===== config.mk =====
export PLATFORM = sky130hd
export DESIGN_NAME = sorted_priority_queue
export DESIGN_NICKNAME = d
export VERILOG_FILES = /design/src/spq_pkg.sv /design/src/spq_cell.sv /design/src/sorted_priority_queue.sv
export SDC_FILE = /design/constraint.sdc
export NUM_CORES = 2
export LEC_CHECK = 0
export BUFFER_PORTS_ARGS = -buffer_cell sky130_fd_sc_hd__buf_2
export CAP_MARGIN = 10
export CELL_PAD_IN_SITES_DETAIL_PLACEMENT = 0
export CELL_PAD_IN_SITES_GLOBAL_PLACEMENT = 1
export CORE_MARGIN = 2
export CORE_UTILIZATION = 46
export DETAILED_ROUTE_END_ITERATION = 10
export HOLD_SLACK_MARGIN = 0.02
export PLACE_DENSITY_LB_ADDON = 0.3
export RECOVER_POWER = 100
export SLEW_MARGIN = 20
export SYNTH_ARGS = -nofsm -noshare
export SYNTH_HDL_FRONTEND = slang
export SYNTH_SLANG_ARGS = --single-unit

===== constraint.sdc =====
create_clock -name clock -period 6.1 [get_ports clock]
set_input_delay 0.61 -clock clock [delete_from_list [all_inputs] [get_ports clock]]
set_output_delay 0.61 -clock clock [all_outputs]
set_load 0.02 [all_outputs]

===== src/spq_pkg.sv =====
// Package for the sorted priority queue: shared field widths, status and
// kind codes, and the structs passed between the top level and the cells.
// No dependencies.
package spq_pkg;

   localparam int KEY_W      = 32;
   localparam int TAG_W      = 16;
   localparam int POS_W      = 4;
   localparam int CNT_OUT_W  = 5;
   localparam int REQ_DATA_W = 56;
   localparam int RSP_DATA_W = 56;

   typedef enum logic [0:0] {
      KIND_INSERT = 1'b0,
      KIND_REMOVE = 1'b1
   } kind_type;

   typedef enum logic [1:0] {
      STATUS_OK       = 2'd0,
      STATUS_FULL     = 2'd1,
      STATUS_NO_ENTRY = 2'd2
   } status_type;

   // Contents of one slot of the row.
   typedef struct packed {
      logic             valid;
      logic [KEY_W-1:0] key;
      logic [TAG_W-1:0] tag;
   } slot_type;

   // Operation broadcast to every cell; ins and rem are already qualified.
   typedef struct packed {
      logic             ins;
      logic             rem;
      logic [KEY_W-1:0] key;
      logic [TAG_W-1:0] tag;
      logic [POS_W-1:0] position;
   } cell_cmd_type;

endpackage


===== src/spq_cell.sv =====
// One slot of the sorted row: holds a key and tag, shifts up on insert and
// down on remove, and offers its contents when its rank is removed.
// Depends on spq_pkg.
module spq_cell #(
   parameter int INDEX = 0
) (
   input  logic                 clock,
   input  logic                 reset,
   input  spq_pkg::cell_cmd_type cmd,
   input  spq_pkg::slot_type    prev_slot,
   input  logic                 prev_gt,
   input  spq_pkg::slot_type    next_slot,
   output spq_pkg::slot_type    slot,
   output logic                 gt,
   output spq_pkg::slot_type    pick
);
   import spq_pkg::*;

   logic             valid_ff, valid_in;
   logic [KEY_W-1:0] key_ff, key_in;
   logic [TAG_W-1:0] tag_ff, tag_in;
   logic             at_rank;
   logic             above_rank;

   // An empty slot or a strictly larger key lets the new entry in here.
   assign gt         = !valid_ff || (key_ff > cmd.key);
   assign at_rank    = (INDEX == int'(cmd.position));
   assign above_rank = (INDEX >= int'(cmd.position));

   assign slot.valid = valid_ff;
   assign slot.key   = key_ff;
   assign slot.tag   = tag_ff;

   assign pick.valid = cmd.rem && at_rank;
   assign pick.key   = (cmd.rem && at_rank) ? key_ff : '0;
   assign pick.tag   = (cmd.rem && at_rank) ? tag_ff : '0;

   always_comb begin
      valid_in = valid_ff;
      key_in   = key_ff;
      tag_in   = tag_ff;
      if (cmd.ins) begin
         if (prev_gt) begin
            valid_in = prev_slot.valid;
            key_in   = prev_slot.key;
            tag_in   = prev_slot.tag;
         end else if (gt) begin
            valid_in = 1'b1;
            key_in   = cmd.key;
            tag_in   = cmd.tag;
         end
      end else if (cmd.rem && above_rank) begin
         valid_in = next_slot.valid;
         key_in   = next_slot.key;
         tag_in   = next_slot.tag;
      end
   end

   always_ff @(posedge clock) begin
      if (reset) begin
         valid_ff <= 1'b0;
      end else begin
         valid_ff <= valid_in;
      end
      key_ff <= key_in;
      tag_ff <= tag_in;
   end

endmodule


===== src/sorted_priority_queue.sv =====
// Sorted priority queue, top level: a row of DEPTH cells kept in ascending
// key order, an entry counter and a one-deep result register.
// Depends on spq_pkg and spq_cell.
//
// Usage: every request transfer yields exactly one response transfer. An
// insert (tuser = 0) places its key after all stored entries with an equal
// or smaller key, so equal keys leave in arrival order; a remove (tuser = 1)
// takes out the entry at the given rank, rank 0 holding the smallest key,
// and returns its key and tag. Each cell compares its own key against the
// incoming one and shifts toward its neighbor in the same edge, so the block
// takes one request per cycle unless back-pressure holds the response, and
// the response appears in the cycle after the request transfer. The single
// result register sets the rate under back-pressure: a new request is taken
// while the held response is being taken in the same cycle. An insert into a
// full queue and a remove at an unoccupied rank change nothing and report it
// in the status. Every response carries the entry count after the request.
module sorted_priority_queue #(
   parameter int DEPTH = 16
) (
   input  logic                              clock,
   input  logic                              reset,
   // Request channel
   input  logic                              req_tvalid,
   output logic                              req_tready,
   // [31:0] entry_freq, [47:32] entry_tag, [51:48] position, [55:52] zero
   input  logic [spq_pkg::REQ_DATA_W-1:0]    req_tdata,
   // [0] kind
   input  logic                              req_tuser,
   // Response channel
   output logic                              rsp_tvalid,
   input  logic                              rsp_tready,
   // [31:0] removed_freq, [47:32] removed_tag, [52:48] entry_count, [55:53] zero
   output logic [spq_pkg::RSP_DATA_W-1:0]    rsp_tdata,
   // [1:0] status
   output logic [1:0]                        rsp_tuser
);
   import spq_pkg::*;

   localparam int CNT_W = $clog2(DEPTH + 1);
   localparam int CMP_W = (CNT_W > POS_W) ? CNT_W : POS_W;

   logic [CNT_W-1:0]      count_ff, count_in;
   logic                  rsp_valid_ff, rsp_valid_in;
   logic [RSP_DATA_W-1:0] rsp_data_ff, rsp_data_in;
   logic [1:0]            rsp_status_ff, rsp_status_in;

   logic                  accept;
   logic                  is_insert;
   logic                  full;
   logic                  rank_ok;
   status_type            status;
   cell_cmd_type          cmd;

   slot_type              slots [DEPTH];
   slot_type              picks [DEPTH];
   logic                  gts   [DEPTH];
   slot_type              picked;

   // Take a new request whenever the result register is empty or draining.
   assign req_tready = !rsp_valid_ff || rsp_tready;
   assign accept     = req_tvalid && req_tready;
   assign is_insert  = (kind_type'(req_tuser) == KIND_INSERT);
   assign full       = (count_ff == CNT_W'(DEPTH));
   assign rank_ok    = (CMP_W'(req_tdata[51:48]) < CMP_W'(count_ff));

   // Broadcast the qualified operation to the row.
   assign cmd.ins      = accept && is_insert && !full;
   assign cmd.rem      = accept && !is_insert && rank_ok;
   assign cmd.key      = req_tdata[31:0];
   assign cmd.tag      = req_tdata[47:32];
   assign cmd.position = req_tdata[51:48];

   genvar gi;
   generate
      for (gi = 0; gi < DEPTH; gi++) begin : g_cell
         slot_type prev_s;
         slot_type next_s;
         logic     prev_g;

         if (gi == 0) begin : g_head
            assign prev_s = '0;
            assign prev_g = 1'b0;
         end else begin : g_body
            assign prev_s = slots[gi-1];
            assign prev_g = gts[gi-1];
         end

         // Shift an empty slot into the tail on remove.
         if (gi == DEPTH - 1) begin : g_tail
            assign next_s = '0;
         end else begin : g_inner
            assign next_s = slots[gi+1];
         end

         spq_cell #(
            .INDEX(gi)
         ) u_cell (
            .clock     (clock),
            .reset     (reset),
            .cmd       (cmd),
            .prev_slot (prev_s),
            .prev_gt   (prev_g),
            .next_slot (next_s),
            .slot      (slots[gi]),
            .gt        (gts[gi]),
            .pick      (picks[gi])
         );
      end
   endgenerate

   // Merge the removed entry; at most one cell offers a nonzero pick.
   always_comb begin
      picked = '0;
      for (int i = 0; i < DEPTH; i++) begin
         picked = picked | picks[i];
      end
   end

   always_comb begin
      count_in = count_ff;
      status   = STATUS_OK;
      if (accept) begin
         if (is_insert) begin
            if (full) begin
               status = STATUS_FULL;
            end else begin
               count_in = count_ff + CNT_W'(1);
            end
         end else begin
            if (rank_ok) begin
               count_in = count_ff - CNT_W'(1);
            end else begin
               status = STATUS_NO_ENTRY;
            end
         end
      end
   end

   // Load the result register on accept, drop it once taken.
   always_comb begin
      rsp_valid_in  = rsp_valid_ff;
      rsp_data_in   = rsp_data_ff;
      rsp_status_in = rsp_status_ff;
      if (accept) begin
         rsp_valid_in  = 1'b1;
         rsp_status_in = status;
         rsp_data_in   = '0;
         rsp_data_in[31:0]  = cmd.rem ? picked.key : '0;
         rsp_data_in[47:32] = cmd.rem ? picked.tag : '0;
         rsp_data_in[52:48] = CNT_OUT_W'(count_in);
      end else if (rsp_tready) begin
         rsp_valid_in = 1'b0;
      end
   end

   always_ff @(posedge clock) begin
      if (reset) begin
         count_ff     <= '0;
         rsp_valid_ff <= 1'b0;
      end else begin
         count_ff     <= count_in;
         rsp_valid_ff <= rsp_valid_in;
      end
      rsp_data_ff   <= rsp_data_in;
      rsp_status_ff <= rsp_status_in;
   end

   assign rsp_tvalid = rsp_valid_ff;
   assign rsp_tdata  = rsp_data_ff;
   assign rsp_tuser  = rsp_status_ff;

endmodule

==> flow_summary.rst <==
.. list-table::
   :header-rows: 1

   * - Metric
     - Value
   * - Buf/Inv on CP
     - 3
   * - Worst-case headroom to the max-slew limit
     - -56.5%
   * - Power Dens Cells
     - 287 nW/µm²
   * - Via count of the first global-routing pass
     - 49,700
   * - Max Root-Sink Buffers
     - 3
   * - Main combinational cell family by area after synthesis
     - compound AO/OA/AOI/OAI gates
   * - Commonest cells after routing, fill and taps aside
     - sky130_fd_sc_hd__edfxtp_1 (823), sky130_fd_sc_hd__nand2_1 (744), sky130_fd_sc_hd__nor2_1 (652)
   * - Synth Cell Area
     - 56,500 µm²
   * - Family with the most delay on the worst path
     - buffers and inverters
   * - Resize count post-CTS
     - 0
   * - Failing checks
     - max-capacitance violations, max-slew violations
   * - FF/Latch Area
     - 25,200 µm²
   * - Proportion of layout cells with a drive suffix above 1
     - ~9.1%
   * - Mux cell area share after synthesis
     - 4.68%
   * - Critical path arrival
     - 6.09 ns
   * - Tightest Hold Check Type
     - in2reg
   * - Setup WS pre-CTS
     - 0.523 ns
   * - Port Buf Inserts
     - 113
   * - Status
     - finished with violations
   * - Commonest non-fill, non-tap cell in the layout
     - sky130_fd_sc_hd__edfxtp_1
   * - Number of maximum-capacitance violations
     - 12
   * - Inserted Clock Buffers
     - 102
   * - Crit. End Element
     - register
   * - Number of buffers added for setup after CTS
     - 0
   * - Required time of the worst setup path
     - 6.48 ns
   * - Synth Flop Type
     - sky130_fd_sc_hd__edfxtp_1
   * - Post-Synth XOR/XNOR Area
     - 0.0310%
   * - CTS root buf
     - sky130_fd_sc_hd__clkbuf_16
   * - Post-synth EDFFs
     - 823
   * - Compound-Gate Fraction of Synth Area
     - 21.2%
   * - Drt first pass iters
     - 7
   * - # rows
     - 128
   * - Via-per-instance ratio
     - 7.17
   * - Total via count in the routed design
     - between 50,000 and 60,000
   * - Final routed wire length divided by cell count
     - 36.3 µm
   * - TritonCTS clock tree
     - done
   * - Post-Synthesis Cells
     - 5,825
   * - Fin crit period
     - 5.71 ns
   * - End-of-flow core utilization
     - 51.3%
   * - Final setup slack of the worst path
     - approximately 0.39 ns
   * - Detailed-route wire length
     - 272,000 µm
   * - Cell-by-cell trace of the critical path
     - ha_1 -> nand4_1 -> nor4_1 -> clkbuf_1 -> o21ai_0 -> o211ai_1 -> a211oi_1 -> a31oi_1 -> buf_12 -> nor2b_1 -> a21oi_4 -> clkbuf_1
   * - Weighted congestion reported at the end of routability-driven placement
     - just over 1
   * - First-pass GRT wire length
     - 376,000 µm
   * - Post-route setup TNS
     - 0 ns
   * - Chip width
     - 354 µm
   * - Cell seen most often among critical-path stages
     - sky130_fd_sc_hd__clkbuf_1
   * - Hold violation total from the final report
     - 0
   * - Grt ovf
     - 0
   * - Total DRC errors in the routed layout
     - 0
   * - Adder-cell share of the synthesized area
     - 11.5%
   * - Area of the core
     - 122,000 µm²
   * - Clock edge transition at the registers on the reported setup and hold paths
     - 0.06 ns
   * - Floorplan die area
     - 126,000 µm²
   * - Sequential area share after synthesis
     - 44.6%
   * - Min Hold Slack
     - between 0.1 and 0.15 ns
   * - Total routing resource utilization after global routing
     - roughly two fifths
   * - Crit-path max cell delay
     - 0.85 ns
   * - Total instance count after detailed placement
     - about 7,300
   * - Post-synth ARST share
     - 0%
   * - Number of antenna violations at the first check in global routing
     - 17
   * - Layout Skew
     - between 0.04 and 0.05 ns
   * - Number of clock sinks seen by CTS
     - 845
   * - Largest net degree at the start of global routing
     - 164
   * - Syn. warnings
     - 0
   * - IR Drop Worst-Case VDD
     - 0.227 mV
   * - Initial core utilization
     - 46.4%
   * - Fmax
     - ~0.18 GHz
   * - Average cell area after synthesis
     - 9.69 µm²
   * - RSZ-0062 raised after global routing
     - no
   * - Count of endpoints failing setup in the final report
     - 0
   * - Critical path peak fanout
     - 57
   * - Area used by multi-input combinational logic
     - 29,500 µm²
   * - Vert. Die Dim
     - 354 µm
   * - Post-detail-place hpwl
     - around 170,000 µm
   * - H-Tree Level Count
     - 3
   * - Insertion delay to the later sink of the worst-skew pair
     - 0.78 ns
   * - Register bit count reported by yosys
     - between 800 and 900
   * - Critical path class
     - reg2reg
   * - Simple-gate portion of the synthesized area
     - 14.2%
   * - Number of buffers added to fix hold violations after cts
     - 0
   * - Tcrit/Tclk final
     - 93.6%
   * - Startpoint type of the worst setup path
     - register
   * - Filler Cells Inserted
     - between 10,000 and 15,000
   * - Relative area change from synthesis to final layout
     - 10.6%
   * - Layout Cells excl Fill
     - 7,492
   * - Number of unique standard cell types used by synthesis
     - 85
   * - Static Leakage
     - 24.3 nW
   * - Slew at the pin closest to its max-slew limit
     - around 2.3 ns
   * - Final layout net count
     - approximately 6,400
   * - Initial DRC Count
     - 9,903
   * - Post-detailed-route count of antenna-violating nets
     - 0
   * - Top-level I/O count
     - 121
   * - Total count of max-transition violations in the final report
     - 310
   * - Max stage delay cell, worst path
     - sky130_fd_sc_hd__clkbuf_1
==> sequential cells by signal (all words and copies together) (netlist names) <==
name                    count
g_cell.u_cell.tag_ff      256
rsp_tuser                   2
g_cell.u_cell.key_ff      512
count_ff                    5
g_cell.u_cell.valid_ff     16
rsp_tdata                  53
rsp_tvalid                  1
==> cells in the mapped netlist, drive strengths merged (37+ instances only) <==
cell type	instances	area share (%)
edfxtp	823	44
nand2	750	5.0
nor2	655	4.4
a21oi	649	5.8
ha	517	11
o21ai	363	3.2
clkbuf	282	1.9
mux2i	246	4.4
a22oi	186	2.5
a211oi	167	2.3
buf	153	1.4
nand4	129	1.4
nand3	118	1.0
o221a	97	1.9
a21o	82	1.1
inv	78	0.52
o211ai	53	0.70
a222oi	47	0.83
a221oi	45	0.70
nor3	39	0.39
a22o	37	0.57
==> area by class of cell <==
type / count / area share (%)
Multi-Input combinational cell: 4468 / 47.2
Sequential cell: 845 / 40.3
Clock buffer: 117 / 4.23
Tap cell: 1625 / 3.26
Timing Repair Buffer: 277 / 3.17
Clock inverter: 74 / 1.31
Inverter: 79 / 0.477
Antenna cell: 7 / 0.0281
==> routing by layer <==
layer	wire (µm)	up-vias	track usage [%]
li1	-	22100	-
met1	101000	25700	56.0
met2	111000	4727	59.4
met3	40600	1136	12.8
met5	211	-	0.340
met4	20000	24	25.0
==> through the flow <==
step	power, W	area, µm²
finish	0.0179	62400
global route	0.0183	62400
CTS	0.0177	62800
detailed placement	0.0113	59300
global placement	0.0112	59300
floorplan	0.00965	56500
==> cells by family (layout without fill, tap and decap cells) <==
family                   after synthesis  in the layout
AO/OA/AOI/OAI                       1833           1833
AND/OR/NAND/NOR                     1856           1856
flip-flops                           845            845
adder cells (fa/ha/maj)              517            517
other                                  1             10
buffers and inverters                514            547
XOR/XNOR                               2              2
multiplexers                         257            257
==> power by group <==
group	total, W	internal, W	switching [W]	leakage (nW)
Clock	0.00655	0.00374	0.00280	1.67
Sequential	0.00776	0.00711	0.000652	7.94
Combinational	0.00358	0.00109	0.00248	14.6
Total	0.0179	0.0119	0.00594	24.3
==> worst register-to-register path, cell delays in order (launching register included) <==
cell                       delay (ns)
sky130_fd_sc_hd__edfxtp_1        0.56
sky130_fd_sc_hd__ha_1            0.38
sky130_fd_sc_hd__nand4_1         0.24
sky130_fd_sc_hd__nor4_1          0.71
sky130_fd_sc_hd__clkbuf_1        0.30
sky130_fd_sc_hd__o21ai_0         0.32
sky130_fd_sc_hd__o211ai_1        0.44
sky130_fd_sc_hd__a211oi_1        0.18
sky130_fd_sc_hd__a31oi_1         0.50
sky130_fd_sc_hd__buf_12          0.51
sky130_fd_sc_hd__nor2b_1         0.15
sky130_fd_sc_hd__a21oi_4         0.18
sky130_fd_sc_hd__clkbuf_1        0.85
==> worst paths after layout <==
| check | from | end | slack, ns | cells past startpoint |
|---|---|---|---|---|
| worst min-delay path | req_tvalid | rsp_tvalid | 0.11 | 3 |
| worst min register to register | rsp_tvalid | rsp_tvalid | 0.53 | 2 |
| worst max-delay path | g_cell[13].u_cell.key_ff[15] | g_cell[14].u_cell.key_ff[17] | 0.39 | 12 |
| worst max register to register | g_cell[13].u_cell.key_ff[15] | g_cell[14].u_cell.key_ff[17] | 0.39 | 12 |
Note: power is estimated with default switching activity, not from simulation.
